`src/hw/rtl/crbu_pkg.sv`:
```
// crbu_pkg: shared types and constants for the cr logic and branch condition unit
// no dependencies; used by crbu_exec, cr_logic_and_branch_condition_unit, crbu_result_checker and tb_top
`default_nettype none

package crbu_pkg;

	localparam int unsigned XLEN = 32;
	localparam int unsigned MODE_W = 4;
	localparam logic [XLEN-1:0] ADDR_ALIGN_MASK = 32'hffff_fffc;
	localparam logic [XLEN-1:0] LINK_STEP = 32'd4;

	typedef enum logic [MODE_W-1:0] {
		MODE_CROR     = 4'd0,
		MODE_CRNOR    = 4'd1,
		MODE_CRXOR    = 4'd2,
		MODE_MCRF     = 4'd3,
		MODE_BCLR     = 4'd4,
		MODE_BCCTR    = 4'd5,
		MODE_LOAD_CR  = 4'd6,
		MODE_LOAD_CTR = 4'd7,
		MODE_LOAD_LR  = 4'd8
	} mode_t;

	typedef struct packed {
		logic [MODE_W-1:0] mode;
		logic [XLEN-1:0]   insn_word;
		logic [XLEN-1:0]   insn_address;
		logic [XLEN-1:0]   load_value;
	} item_t;

	typedef struct packed {
		logic [XLEN-1:0] cr;
		logic [XLEN-1:0] ctr;
		logic [XLEN-1:0] lr;
	} regs_t;

	typedef struct packed {
		logic            taken;
		logic [XLEN-1:0] target;
	} branch_t;

endpackage

`default_nettype wire

```
`src/hw/rtl/crbu_exec.sv`:
```
// crbu_exec: single-pass execute logic for cr logical, mcrf, bclr, bcctr and loads
// depends on crbu_pkg
`default_nettype none

module crbu_exec (
	input  wire crbu_pkg::item_t   item,
	input  wire crbu_pkg::regs_t   regs_cur,
	output crbu_pkg::regs_t        regs_nxt,
	output crbu_pkg::branch_t      branch
);

	logic [4:0]  fd;
	logic [4:0]  fa;
	logic [4:0]  fb;
	logic        lk;
	logic        bit_a;
	logic        bit_b;
	logic [4:0]  pos_d;
	logic [3:0]  src_field;
	logic [31:0] ctr_dec;
	logic        ctr_ok;
	logic        cond_ok;

	assign fd = item.insn_word[25:21];
	assign fa = item.insn_word[20:16];
	assign fb = item.insn_word[15:11];
	assign lk = item.insn_word[0];

	assign bit_a = regs_cur.cr[5'd31 - fa];
	assign bit_b = regs_cur.cr[5'd31 - fb];
	assign pos_d = 5'd31 - fd;
	assign src_field = regs_cur.cr[{~fa[4:2], 2'b00} +: 4];

	assign ctr_dec = fd[2] ? regs_cur.ctr : regs_cur.ctr - 32'd1;
	assign ctr_ok = fd[2] | ((ctr_dec != 32'd0) ^ fd[1]);
	assign cond_ok = fd[4] | (bit_a == fd[3]);

	always_comb begin
		regs_nxt = regs_cur;
		branch = '0;
		unique case (crbu_pkg::mode_t'(item.mode))
			crbu_pkg::MODE_CROR: begin
				regs_nxt.cr[pos_d] = bit_a | bit_b;
			end
			crbu_pkg::MODE_CRNOR: begin
				regs_nxt.cr[pos_d] = ~(bit_a | bit_b);
			end
			crbu_pkg::MODE_CRXOR: begin
				regs_nxt.cr[pos_d] = bit_a ^ bit_b;
			end
			crbu_pkg::MODE_MCRF: begin
				regs_nxt.cr[{~fd[4:2], 2'b00} +: 4] = src_field;
			end
			crbu_pkg::MODE_BCLR: begin
				regs_nxt.ctr = ctr_dec;
				if (lk) begin
					regs_nxt.lr = item.insn_address + crbu_pkg::LINK_STEP;
				end
				if (ctr_ok && cond_ok) begin
					branch.taken = 1'b1;
					branch.target = regs_cur.lr & crbu_pkg::ADDR_ALIGN_MASK;
				end
			end
			crbu_pkg::MODE_BCCTR: begin
				if (lk) begin
					regs_nxt.lr = item.insn_address + crbu_pkg::LINK_STEP;
				end
				if (cond_ok) begin
					branch.taken = 1'b1;
					branch.target = regs_cur.ctr & crbu_pkg::ADDR_ALIGN_MASK;
				end
			end
			crbu_pkg::MODE_LOAD_CR: begin
				regs_nxt.cr = item.load_value;
			end
			crbu_pkg::MODE_LOAD_CTR: begin
				regs_nxt.ctr = item.load_value;
			end
			crbu_pkg::MODE_LOAD_LR: begin
				regs_nxt.lr = item.load_value;
			end
			default: begin
				regs_nxt = regs_cur;
			end
		endcase
	end

endmodule

`default_nettype wire

```
`src/hw/rtl/cr_logic_and_branch_condition_unit.sv`:
```
// Condition register logic and branch condition unit. Holds CR, CTR and LR (all zero
// after reset) and executes one operation per transfer: cror, crnor, crxor, mcrf, bclr,
// bcctr and direct loads of each register. Every transfer yields one result carrying the
// taken flag, the aligned target (zero when not taken) and the three registers after the
// operation. An item is registered on input, executed in one combinational pass against
// the architected registers and written to the result register, so the unit sustains one
// transfer per cycle while the output is not stalled; the result thus passes through the
// input register and the result register before it is offered. A new item is taken while
// a finished result waits on a stalled output.
// depends on crbu_pkg and crbu_exec
`default_nettype none

module cr_logic_and_branch_condition_unit (
	input  wire        clk,
	input  wire        arst_n,
	input  wire        in_valid,
	output logic       in_stall,
	input  wire [3:0]  mode,
	input  wire [31:0] insn_word,
	input  wire [31:0] insn_address,
	input  wire [31:0] load_value,
	output logic       out_valid,
	input  wire        out_stall,
	output logic       taken,
	output logic [31:0] target,
	output logic [31:0] cond_reg,
	output logic [31:0] count_reg,
	output logic [31:0] link_reg
);

	logic              valid_s1;
	crbu_pkg::item_t   item_s1;
	logic              valid_s2;
	crbu_pkg::branch_t branch_s2;
	crbu_pkg::regs_t   regs_s2;
	crbu_pkg::regs_t   arch_q;
	crbu_pkg::regs_t   regs_nxt;
	crbu_pkg::branch_t branch_nxt;
	logic              adv_s1;
	logic              take_in;

	assign adv_s1 = valid_s1 && (!valid_s2 || !out_stall);
	assign in_stall = valid_s1 && !adv_s1;
	assign take_in = in_valid && !in_stall;

	always_ff @(posedge clk or negedge arst_n) begin
		if (!arst_n) begin
			valid_s1 <= 1'b0;
		end else if (take_in) begin
			valid_s1 <= 1'b1;
		end else if (adv_s1) begin
			valid_s1 <= 1'b0;
		end
	end

	always_ff @(posedge clk) begin
		if (take_in) begin
			item_s1 <= '{mode: mode, insn_word: insn_word,
				insn_address: insn_address, load_value: load_value};
		end
	end

	crbu_exec u_exec (
		.item     (item_s1),
		.regs_cur (arch_q),
		.regs_nxt (regs_nxt),
		.branch   (branch_nxt)
	);

	// architected registers commit as the item moves to the result register
	always_ff @(posedge clk or negedge arst_n) begin
		if (!arst_n) begin
			arch_q <= '0;
			valid_s2 <= 1'b0;
		end else begin
			if (adv_s1) begin
				arch_q <= regs_nxt;
				valid_s2 <= 1'b1;
			end else if (!out_stall) begin
				valid_s2 <= 1'b0;
			end
		end
	end

	always_ff @(posedge clk) begin
		if (adv_s1) begin
			branch_s2 <= branch_nxt;
			regs_s2 <= regs_nxt;
		end
	end

	assign out_valid = valid_s2;
	assign taken = branch_s2.taken;
	assign target = branch_s2.target;
	assign cond_reg = regs_s2.cr;
	assign count_reg = regs_s2.ctr;
	assign link_reg = regs_s2.lr;

	a_target_aligned: assert property (@(posedge clk) disable iff (!arst_n)
		valid_s2 |-> (branch_s2.target[1:0] == 2'b00))
		else $error("result target not word aligned");

	a_not_taken_zero: assert property (@(posedge clk) disable iff (!arst_n)
		(valid_s2 && !branch_s2.taken) |-> (branch_s2.target == '0))
		else $error("target nonzero on a branch not taken");

	a_result_matches_arch: assert property (@(posedge clk) disable iff (!arst_n)
		valid_s2 |-> (regs_s2 == arch_q) || valid_s1)
		else $error("result registers differ from committed state");

	a_stall_needs_item: assert property (@(posedge clk) disable iff (!arst_n)
		in_stall |-> (valid_s1 && valid_s2 && out_stall))
		else $error("input stalled without a blocked item");

endmodule

`default_nettype wire

```
`config.mk`:
```
export PLATFORM = sky130hd
export DESIGN_NAME = cr_logic_and_branch_condition_unit
export DESIGN_NICKNAME = d
export VERILOG_FILES = /design/src/hw/rtl/crbu_pkg.sv /design/src/hw/rtl/crbu_exec.sv /design/src/hw/rtl/cr_logic_and_branch_condition_unit.sv
export SDC_FILE = /design/constraint.sdc
export NUM_CORES = 1
export LEC_CHECK = 0
export ABC_AREA = 1
export CELL_PAD_IN_SITES_DETAIL_PLACEMENT = 1
export CELL_PAD_IN_SITES_GLOBAL_PLACEMENT = 2
export CORE_MARGIN = 10
export CORE_UTILIZATION = 39
export CTS_CLUSTER_SIZE = 30
export DETAILED_ROUTE_END_ITERATION = 12
export DONT_BUFFER_PORTS = 1
export PLACE_DENSITY_LB_ADDON = 0.05
export SYNTH_ARGS = -nofsm -noshare
export SYNTH_HDL_FRONTEND = slang
export SYNTH_SLANG_ARGS = --single-unit
```
`constraint.sdc`:
```
create_clock -name clk -period 6.6 [get_ports clk]
set_input_delay 1.32 -clock clk [delete_from_list [all_inputs] [get_ports clk]]
set_output_delay 1.32 -clock clk [all_outputs]
set_load 0.1 [all_outputs]
```
After elaboration in Yosys (flattened, before gate mapping)
Index checks and enable logic that the tools add are counted.
{"block": "op_classes", "add_sub_neg": 6, "magnitude_cmp": 4, "n_eq_ne": 10, "shift": 3, "muxes": 22, "bitwise": 8, "n_reduce_logical": 14}
{"operator": "32-bit case mux with 5 select lines", "count": 1}
{"operator": "32-bit bitwise mux", "count": 4}
{"operator": "32-bit case mux with 2 select lines", "count": 2}
{"operator": "33-bit 2-to-1 mux", "count": 2}
{"operator": "33-bit case mux with 2 select lines", "count": 1}
{"operator": "32-bit 2-to-1 mux", "count": 2}
{"operator": "32-bit by 3-bit adder with 32-bit output, second input constant", "count": 1}
{"operator": "32-bit nonzero test", "count": 1}
{"operator": "4-bit by 7-bit variable shift with 32-bit output, first input constant", "count": 1}
{"operator": "32-bit by 6-bit variable part select with 4-bit output", "count": 1}
{"operator": "4-bit by 7-bit variable part select with 32-bit output", "count": 1}
{"operator": "32-bit by 1-bit subtractor with 32-bit output, second input constant", "count": 1}
{"operator": "5-bit by 6-bit < comparator with 1-bit output, second input constant", "count": 3}
{"operator": "4-bit by 3-bit == test with 1-bit output, second input constant", "count": 4}
{"operator": "5-bit subtractor, first input constant", "count": 3}
{"operator": "1-bit binary-select mux with 5-bit select", "count": 2}
{"operator": "4-bit by 2-bit == test with 1-bit output, second input constant", "count": 2}
{"operator": "1-bit 2-to-1 mux", "count": 7}
{"operator": "5-bit negation with 7-bit output", "count": 1}
{"operator": "3-bit NOT", "count": 2}
{"operator": "1-bit demux with 5-bit select", "count": 1}
{"operator": "5-bit by 1-bit >= comparator with 1-bit output, second input constant", "count": 1}
{"operator": "1-bit logical AND", "count": 5}
{"operator": "4-bit by 1-bit == test with 1-bit output, second input constant", "count": 1}
{"operator": "other kinds (11)", "count": 17}
{"block": "word_totals", "register_bits": 321, "input_bits": 104, "out_inout_bits": 131, "wordCells": 81}

Depth between registers and ports, before layout
Gate-level depths: netlist (run 1).
{"block": "logic_depth", "ltp_word": 8, "ltp_mapped": 19, "depth_no_buf": 17}

By module
From an unflattened synthesis (run 1), not the netlist that was laid out.
{"block": "hier_totals", "hier_cells": 2122, "hier_area_um2": 18043.6}
{"module": "cr_logic_and_branch_condition_unit", "instances": 1, "cells_each": 657, "area_per_inst_um2": 10786.6, "seq_area_each_um2": 9328.9}
{"module": "crbu_exec", "instances": 1, "cells_each": 1465, "area_per_inst_um2": 7257.0, "seq_area_each_um2": 0.0}

Least setup slack after synthesis (run 1)
OpenSTA, ideal clock, no wires.
{"block": "synth_path", "path_type": "in2reg", "startpoint": "input out_stall", "endpoint": "register regs_s2 (netlist bit cond_reg[0]) (enable)", "setup_ps": 541, "t_arrival_ps": 5606, "required_time_ps": 6059, "slack_ps": 453, "cell_stages": 5, "path_buffers": 2, "cell_sequence": "nand2_1 nand2_1 clkinv_1 clkbuf_1 clkbuf_1"}
{"block": "synth_via", "elab_chain_len": 3}
{"element": "start: declaration", "line_no": "cr_logic_and_branch_condition_unit.sv:23", "source": "input wire out_stall,"}
{"element": "1-bit logical NOT"}
{"element": "1-bit logical OR", "line_no": "cr_logic_and_branch_condition_unit.sv:42", "source": "assign adv_s1 = valid_s1 && (!valid_s2 || !out_stall);"}
{"element": "1-bit logical AND", "line_no": "cr_logic_and_branch_condition_unit.sv:42"}
{"element": "named net adv_s1", "line_no": "cr_logic_and_branch_condition_unit.sv:39", "source": "logic adv_s1;"}
{"element": "end signal: assignment", "line_no": "cr_logic_and_branch_condition_unit.sv:88", "source": "regs_s2 <= regs_nxt;"}
{"element": "end: declaration", "line_no": "cr_logic_and_branch_condition_unit.sv:35", "source": "crbu_pkg::regs_t regs_s2;"}
The timed path passes the listed nets, and every way through them passes these cells.
A chain may end at the register's enable or synchronous reset.

==> impl_metrics.csv, run 1 <==
group,metric,value,unit
drt,route.detailed.drc,0,
layout,syn_to_final_growth,10.27,%
worst_setup_path,regToRegEndpoint,"cond_reg[19]",
drt,antenna_left,0,
sta,fin_crit,4.516,ns
sta,max_freq,221.4,MHz
worst_hold_path,hold_class,"in -> async",
sta,hold_viol_final,0,
synth,ys_ff_latch,309,
clock_network,cts_buffers,38,
worst_setup_path,start_kind,"register",
layout,largest_reg_flops,96,
synth,yosysSeqAreaShare,51.04,%
drt,viasPerCell,5.804,
clock_network,hold_buffers,0,
worst_setup_path,path_buf_inv,3,
synth,synth_top_area_share,36.80,%
sta,setup_tns,0,ns
layout,drive_gt1_share,7.216,%
sta,setup_viol,0,
worst_setup_path,crit_family,"compound AO/OA/AOI/OAI gates",
worst_setup_path,r2r_slack,2.08,ns
synth,ys_warn_count,0,
synth,netlist_instances,2055,
layout,stdcell_count,2639,
clock_network,postCtsSetupBuffers,0,
drt,drt_iter0_drc,1441,
outcome,status,"finished clean",
layout,num-fill-cells,5139,
sta,worst_hold_slack,0.4172,ns
drt,routed-via-count,15320,
placement,place_area,17700,µm²
worst_setup_path,reg2reg_depth,14,
die,die-area,52960,µm²
worst_setup_path,r2r-start,"item_s1[80]",
worst_setup_path,cp_max_fo,22,
synth,yosys.area.top_type,"edfxtp_1",
worst_setup_path,worstPathCellList,"inv_1, o21ai_0, a21oi_1, o21ai_0, nand3_1, nand3_1, nand2_1, ha_2, inv_1, a21oi_1, o32ai_1, o2111ai_1, o21ai_0, inv_1",
synth,syn_avg_cell_area,8.379,µm²
drt,routed_wl,71.37,mm
synth,synth.distinct_cells,49,
die,ioPinCount,235,
worst_setup_path,critPathRequiredTime,6.90,ns
sta,finalCritPeriodShare,68.43,%
layout,final-seq-area,8788,µm²
layout,fin_nets,2131,
placement,dp.cells,2567,
global_routing,grt_max_degree,143,
power_and_ir_drop,p_per_area,461.0,nW/µm²
global_routing,grtUsageTotal,26.24,%
drt,drtPass1Iterations,8,
clock_network,htreeDepth,2,
layout,multiInputGateArea,7119,µm²
flow_run,maxCapViolations,0,
clock_network,clk-insertion-delay-late,0.59,ns
global_routing,grt_pass1_vias,14980,
clock_network,cts_tree,"done",
placement,dp_hpwl,51.97,mm
drt,routedWlPerCell,27.04,µm
clock_network,cts.reportedPaths.clkPinSlew,0.07,ns
sta,drv_slew,0,
worst_setup_path,slowest_delay,0.80,ns
layout,top_register,"arch_q",
power_and_ir_drop,p_leak,7.507,nW
placement,gp_congestion,0.9175,
clock_network,post_cts_resized,0,
synth,syn_area,17220,µm²
die,core-area,43360,µm²
layout,reg_top3,"arch_q: 96 flops, item_s1: 84 flops",
clock_network,clockRootBuffer,"clkbuf_16",
global_routing,grt_first_pass_wirelength,103.5,mm
clock_network,cts_buffer_depth,3,
worst_setup_path,cp_slowest_cell,"edfxtp_1",
global_routing,antenna_found_initial,4,
power_and_ir_drop,peakVddDrop,0.2410,mV
layout,design_area,18990,µm²
global_routing,grt-ovfl-total,0,
sta,grt_setup_unrepaired,"false",
placement,io_buffers,0,
sta,relSlewSlack,22.75,%
die,fp.dieH,230.1,µm
worst_setup_path,cp-end-kind,"register",
worst_setup_path,critical_path_class,"reg -> reg",
sta,worst_slew_pin_slew,1.159,ns
die,rows,76,
sta,finClkSkew,0.04234,ns
worst_setup_path,critPathArrivalTime,4.82,ns
die,chipWidth,230.1,µm
synth,synth_area_leaders,"edfxtp_1 (37%), dfrtp_1 (14%), nand2_1 (10%)",
clock_network,clock_sinks,309,
die,initial_utilization,39.71,%
[report_power, final]
part           total [mW]  internal, mW  switching [mW]
Sequential           4.26          2.63            1.63
Clock                2.17          1.28           0.889
Combinational        2.32         0.627            1.69
Total                8.75          4.54            4.21
[cell usage after synthesis, drive strengths merged]
| cell | count |
|---|---|
| o31ai | 1 |
| nand4 | 30 |
| inv | 243 |
| nor3 | 26 |
| o22ai | 6 |
| a32oi | 2 |
| nand3b | 1 |
| a211o | 1 |
| nand3 | 119 |
| nor2 | 176 |
| o21bai | 3 |
| o211ai | 19 |
| edfxtp | 211 |
| a21oi | 123 |
| conb | 1 |
| a41oi | 4 |
| a31oi | 2 |
| a211oi | 13 |
| o21ai | 294 |
| xnor2 | 2 |
| o21a | 2 |
| dfrtp | 98 |
| and2 | 2 |
| nand2 | 481 |
| o2111ai | 16 |
| clkinv | 4 |
| xor2 | 11 |
| or2 | 2 |
| ha | 5 |
| clkbuf | 62 |
| a22oi | 2 |
| nor4 | 4 |
| a32o | 8 |
| buf | 29 |
| o32ai | 1 |
| o221ai | 51 |
[cells by family (layout without fill, tap and decap cells)]
kind of cell / count (synthesis) / count (layout) / synth area share, %
and+or+nand+nor: 841 / 841 / 21.76
AOI/OAI and AO/OA: 548 / 548 / 18.43
buffers and inverters: 338 / 333 / 7.717
DFF: 309 / 309 / 51.04
xor gates and xnor gates: 13 / 13 / 0.6612
adders and majority gates: 5 / 5 / 0.3633
other: 1 / 5 / 0.02178
[per-layer routing]
metal	share of wire, %	track usage (%)	wire [µm]	vias to the layer above
met5	0.029	0	21	-
met4	2.3	7.071	1614	4
met3	8.5	5.824	6088	88
met2	41	36.54	29360	580
met1	48	39.72	34280	7605
li1	-	-	-	7039
[worst max-delay path by stage]
stage / cells past startpoint / endpoint / slack, ns / startpoint
3_5_place_dp: 14 / target[26] / 2.22 / item_s1[87]
6_report: 14 / cond_reg[19] / 2.08 / item_s1[80]
5_1_grt: 14 / cond_reg[19] / 1.80 / item_s1[80]
3_3_place_gp: 14 / target[26] / 2.22 / item_s1[87]
2_1_floorplan: 5 / cond_reg[0] / 0.45 / out_stall
4_1_cts: 14 / target[26] / 2.19 / item_s1[87]
[through the flow]
stage	setup WS [ns]	total power [mW]	utilization [%]
CTS	2.187	8.755	43.77
global placement	2.220	6.493	40.83
global route	1.796	9.179	43.77
detailed placement	2.218	6.552	40.83
floorplan	0.4535	5.633	-
finish	2.084	8.754	43.79
[cell type report]
class	instances	area share, %
clock buffers	47	5.239
flip-flops and latches	309	46.29
inverters	247	4.936
diodes	3	0.03954
multi-input cells	1409	37.50
repair buffers	17	0.6722
well taps	585	3.855
clock inverters	22	1.476
[worst register-to-register path, cell delays in order, from the launching register on]
cell       delay [ns]
edfxtp_1         0.80
inv_1            0.48
o21ai_0          0.28
a21oi_1          0.05
o21ai_0          0.24
nand3_1          0.11
nand3_1          0.12
nand2_1          0.12
ha_2             0.52
inv_1            0.49
a21oi_1          0.14
o32ai_1          0.30
o2111ai_1        0.14
o21ai_0          0.32
inv_1            0.13
[placed cells by master, fill, tap and decap left out, types with 11 or more instances in the layout]
cell and n:
inv_1 235, nand2_1 476, nor2_2 12, nand3_1 86
a21oi_1 123, edfxtp_1 211, clkbuf_16 38, o211ai_1 19
nand3_2 33, nor2_1 155, o21ai_0 291, buf_4 17
a211oi_1 13, dfrtp_1 98, nor3_1 23, o2111ai_1 16
xor2_1 11, o221ai_1 51, nand4_1 30
(Power assumes the default switching activity.)
==> run 2: changes to the inputs <==
- clock period: 6.6 -> 4.26 ns (I/O delays scaled with it)
==> impl_metrics.csv, run 2 (synthesized netlist as in run 1, its figures left out) <==
group,metric,value,unit
outcome,status,"finished clean",
power_and_ir_drop,share_seq_of_total_power,48.9,%
power_and_ir_drop,switching_share,48.75,%
placement,dp_hpwl,54.45,mm
global_routing,grt_pass1_vias,15230,
drt,drt_iter0_drc,1347,
drt,routed-via-count,15520,
drt,viasPerCell,5.816,
sta,worst_slew_pin_slew,1.191,ns
worst_setup_path,regToRegEndpoint,"cond_reg[10]",
layout,multiInputGateArea,7111,µm²
sta,finClkSkew,0.01634,ns
drt,antenna_left,0,
global_routing,grt_first_pass_wirelength,105.9,mm
sta,relSlewSlack,20.59,%
layout,reg_top3,"arch_q: 96 flops, item_s1: 84 flops",
clock_network,cts_buffers,37,
sta,fin_crit,3.717,ns
clock_network,post_cts_resized,0,
power_and_ir_drop,p_leak,7.640,nW
drt,routedWlPerCell,27.55,µm
sta,finalCritPeriodShare,87.25,%
sta,setup_tns,0,ns
layout,fin_nets,2160,
worst_setup_path,start_kind,"register",
clock_network,clk-insertion-delay-late,0.56,ns
worst_setup_path,r2r-start,"item_s1[75]",
global_routing,grtUsageTotal,27.01,%
power_and_ir_drop,power_frac_comb,27.8,%
power_and_ir_drop,p_per_area,703.2,nW/µm²
global_routing,antenna_found_initial,4,
global_routing,grt-ovfl-total,0,
clock_network,cts.reportedPaths.clkPinSlew,0.06,ns
power_and_ir_drop,clkPwrFrac,23.3,%
layout,num-fill-cells,5135,
layout,top_register,"arch_q",
placement,gp_congestion,0.9321,
die,core-area,43360,µm²
worst_hold_path,hold_class,"in -> async",
clock_network,clockRootBuffer,"clkbuf_16",
placement,io_buffers,0,
clock_network,cts_tree,"done",
sta,hold_viol_final,0,
power_and_ir_drop,peakVddDrop,0.4813,mV
die,fp.dieH,230.1,µm
worst_setup_path,critPathRequiredTime,4.56,ns
die,rows,76,
clock_network,cts_buffer_depth,3,
worst_setup_path,cp-end-kind,"register",
worst_setup_path,critPathArrivalTime,4.02,ns
sta,grt_setup_unrepaired,"false",
layout,largest_reg_flops,96,
power_and_ir_drop,p_int,6.902,mW
worst_setup_path,reg2reg_depth,15,
drt,route.detailed.drc,0,
drt,routed_wl,73.50,mm
layout,final_cell_mix,"nand2_1 (476), o21ai_0 (291), inv_1 (235)",
die,die-area,52960,µm²
layout,mostFrequentLayoutCell,"nand2_1",
global_routing,grt_max_degree,113,
clock_network,clock_sinks,309,
layout,syn_to_final_growth,11.22,%
layout,drive_gt1_share,8.658,%
worst_setup_path,critical_path_class,"reg -> reg",
drt,drtPass1Iterations,5,
sta,drv_slew,0,
die,ioPinCount,235,
die,initial_utilization,39.71,%
sta,setup_viol,0,
worst_setup_path,r2r_slack,0.54,ns
worst_setup_path,cp_max_fo,37,
flow_run,maxCapViolations,0,
layout,final-seq-area,8788,µm²
die,chipWidth,230.1,µm
clock_network,htreeDepth,2,
power_and_ir_drop,p_sw,6.565,mW
sta,max_freq,269.0,MHz
power_and_ir_drop,finalPower,13.47,mW
==> run 2: through the flow <==
step	utilization, %	cell area [µm²]	worst slack, ns	cells	hold WS, ns
3_5_place_dp	41.34	17930	0.6817	2596	0.4768
5_1_grt	44.14	19140	0.2875	2664	0.2412
2_1_floorplan	-	17220	0.5470	2056	0.4489
3_3_place_gp	41.34	17930	0.6892	2596	0.4651
6_report	44.17	19150	0.5431	2668	0.2124
4_1_cts	44.14	19140	0.6678	2664	0.2552
==> run 2: power groups by stage <==
stage	logic (mW)	registers (mW)	clock network (mW)
6_report	3.74	6.58	3.14
4_1_cts	3.68	6.57	3.20
2_1_floorplan	2.49	6.22	0
3_3_place_gp	3.55	6.60	0
5_1_grt	4.15	6.66	3.32
3_5_place_dp	3.63	6.61	0
==> run 2: worst max path at each step <==
| stage | start | end | depth (start not counted) |
|---|---|---|---|
| after floorplan | out_valid | cond_reg[0] | 5 |
| after global placement | item_s1[76] | cond_reg[10] | 14 |
| after detailed placement | item_s1[76] | cond_reg[10] | 14 |
| after CTS | item_s1[76] | cond_reg[10] | 14 |
| after global routing | item_s1[76] | cond_reg[19] | 14 |
| final | item_s1[75] | cond_reg[10] | 15 |
==> run 2: timing repair <==
item | CTS | global route
hold buffers | 1 | 0
setup buffers | 0 | 0
endpoints found under the hold margin | 98 | 0
==> run 2: cell type report <==
| cell class | instances | share of cell area, % |
|---|---|---|
| clock buffers | 46 | 5.279 |
| diodes | 4 | 0.05227 |
| clock inverters | 21 | 0.9212 |
| flip-flops and latches | 309 | 45.89 |
| well taps | 585 | 3.822 |
| inverters | 247 | 4.893 |
| repair buffers | 47 | 2.012 |
| multi-input cells | 1409 | 37.13 |
==> run 2: critical path, cell delays in order, from the launching register on <==
cell,delay (ns)
edfxtp_1,0.51
inv_1,0.34
buf_4,0.27
o21ai_0,0.10
a21oi_1,0.14
o21ai_0,0.11
nand3_1,0.10
nand3_1,0.07
o21ai_0,0.12
ha_1,0.22
buf_4,0.43
a21oi_1,0.13
nor3_1,0.39
o2111ai_1,0.25
o21ai_0,0.22
inv_1,0.07
==> run 2: layer usage <==
metal  share of wire, %  up-vias  GRT usage, %  routed length, µm
met5              0.024        -             0                 18
met4                2.8        2         7.996               2045
met3                9.3       93         7.363               6825
met2                 41      584         37.02              29860
met1                 47     7742         40.26              34750
li1                   -     7096             -                  -
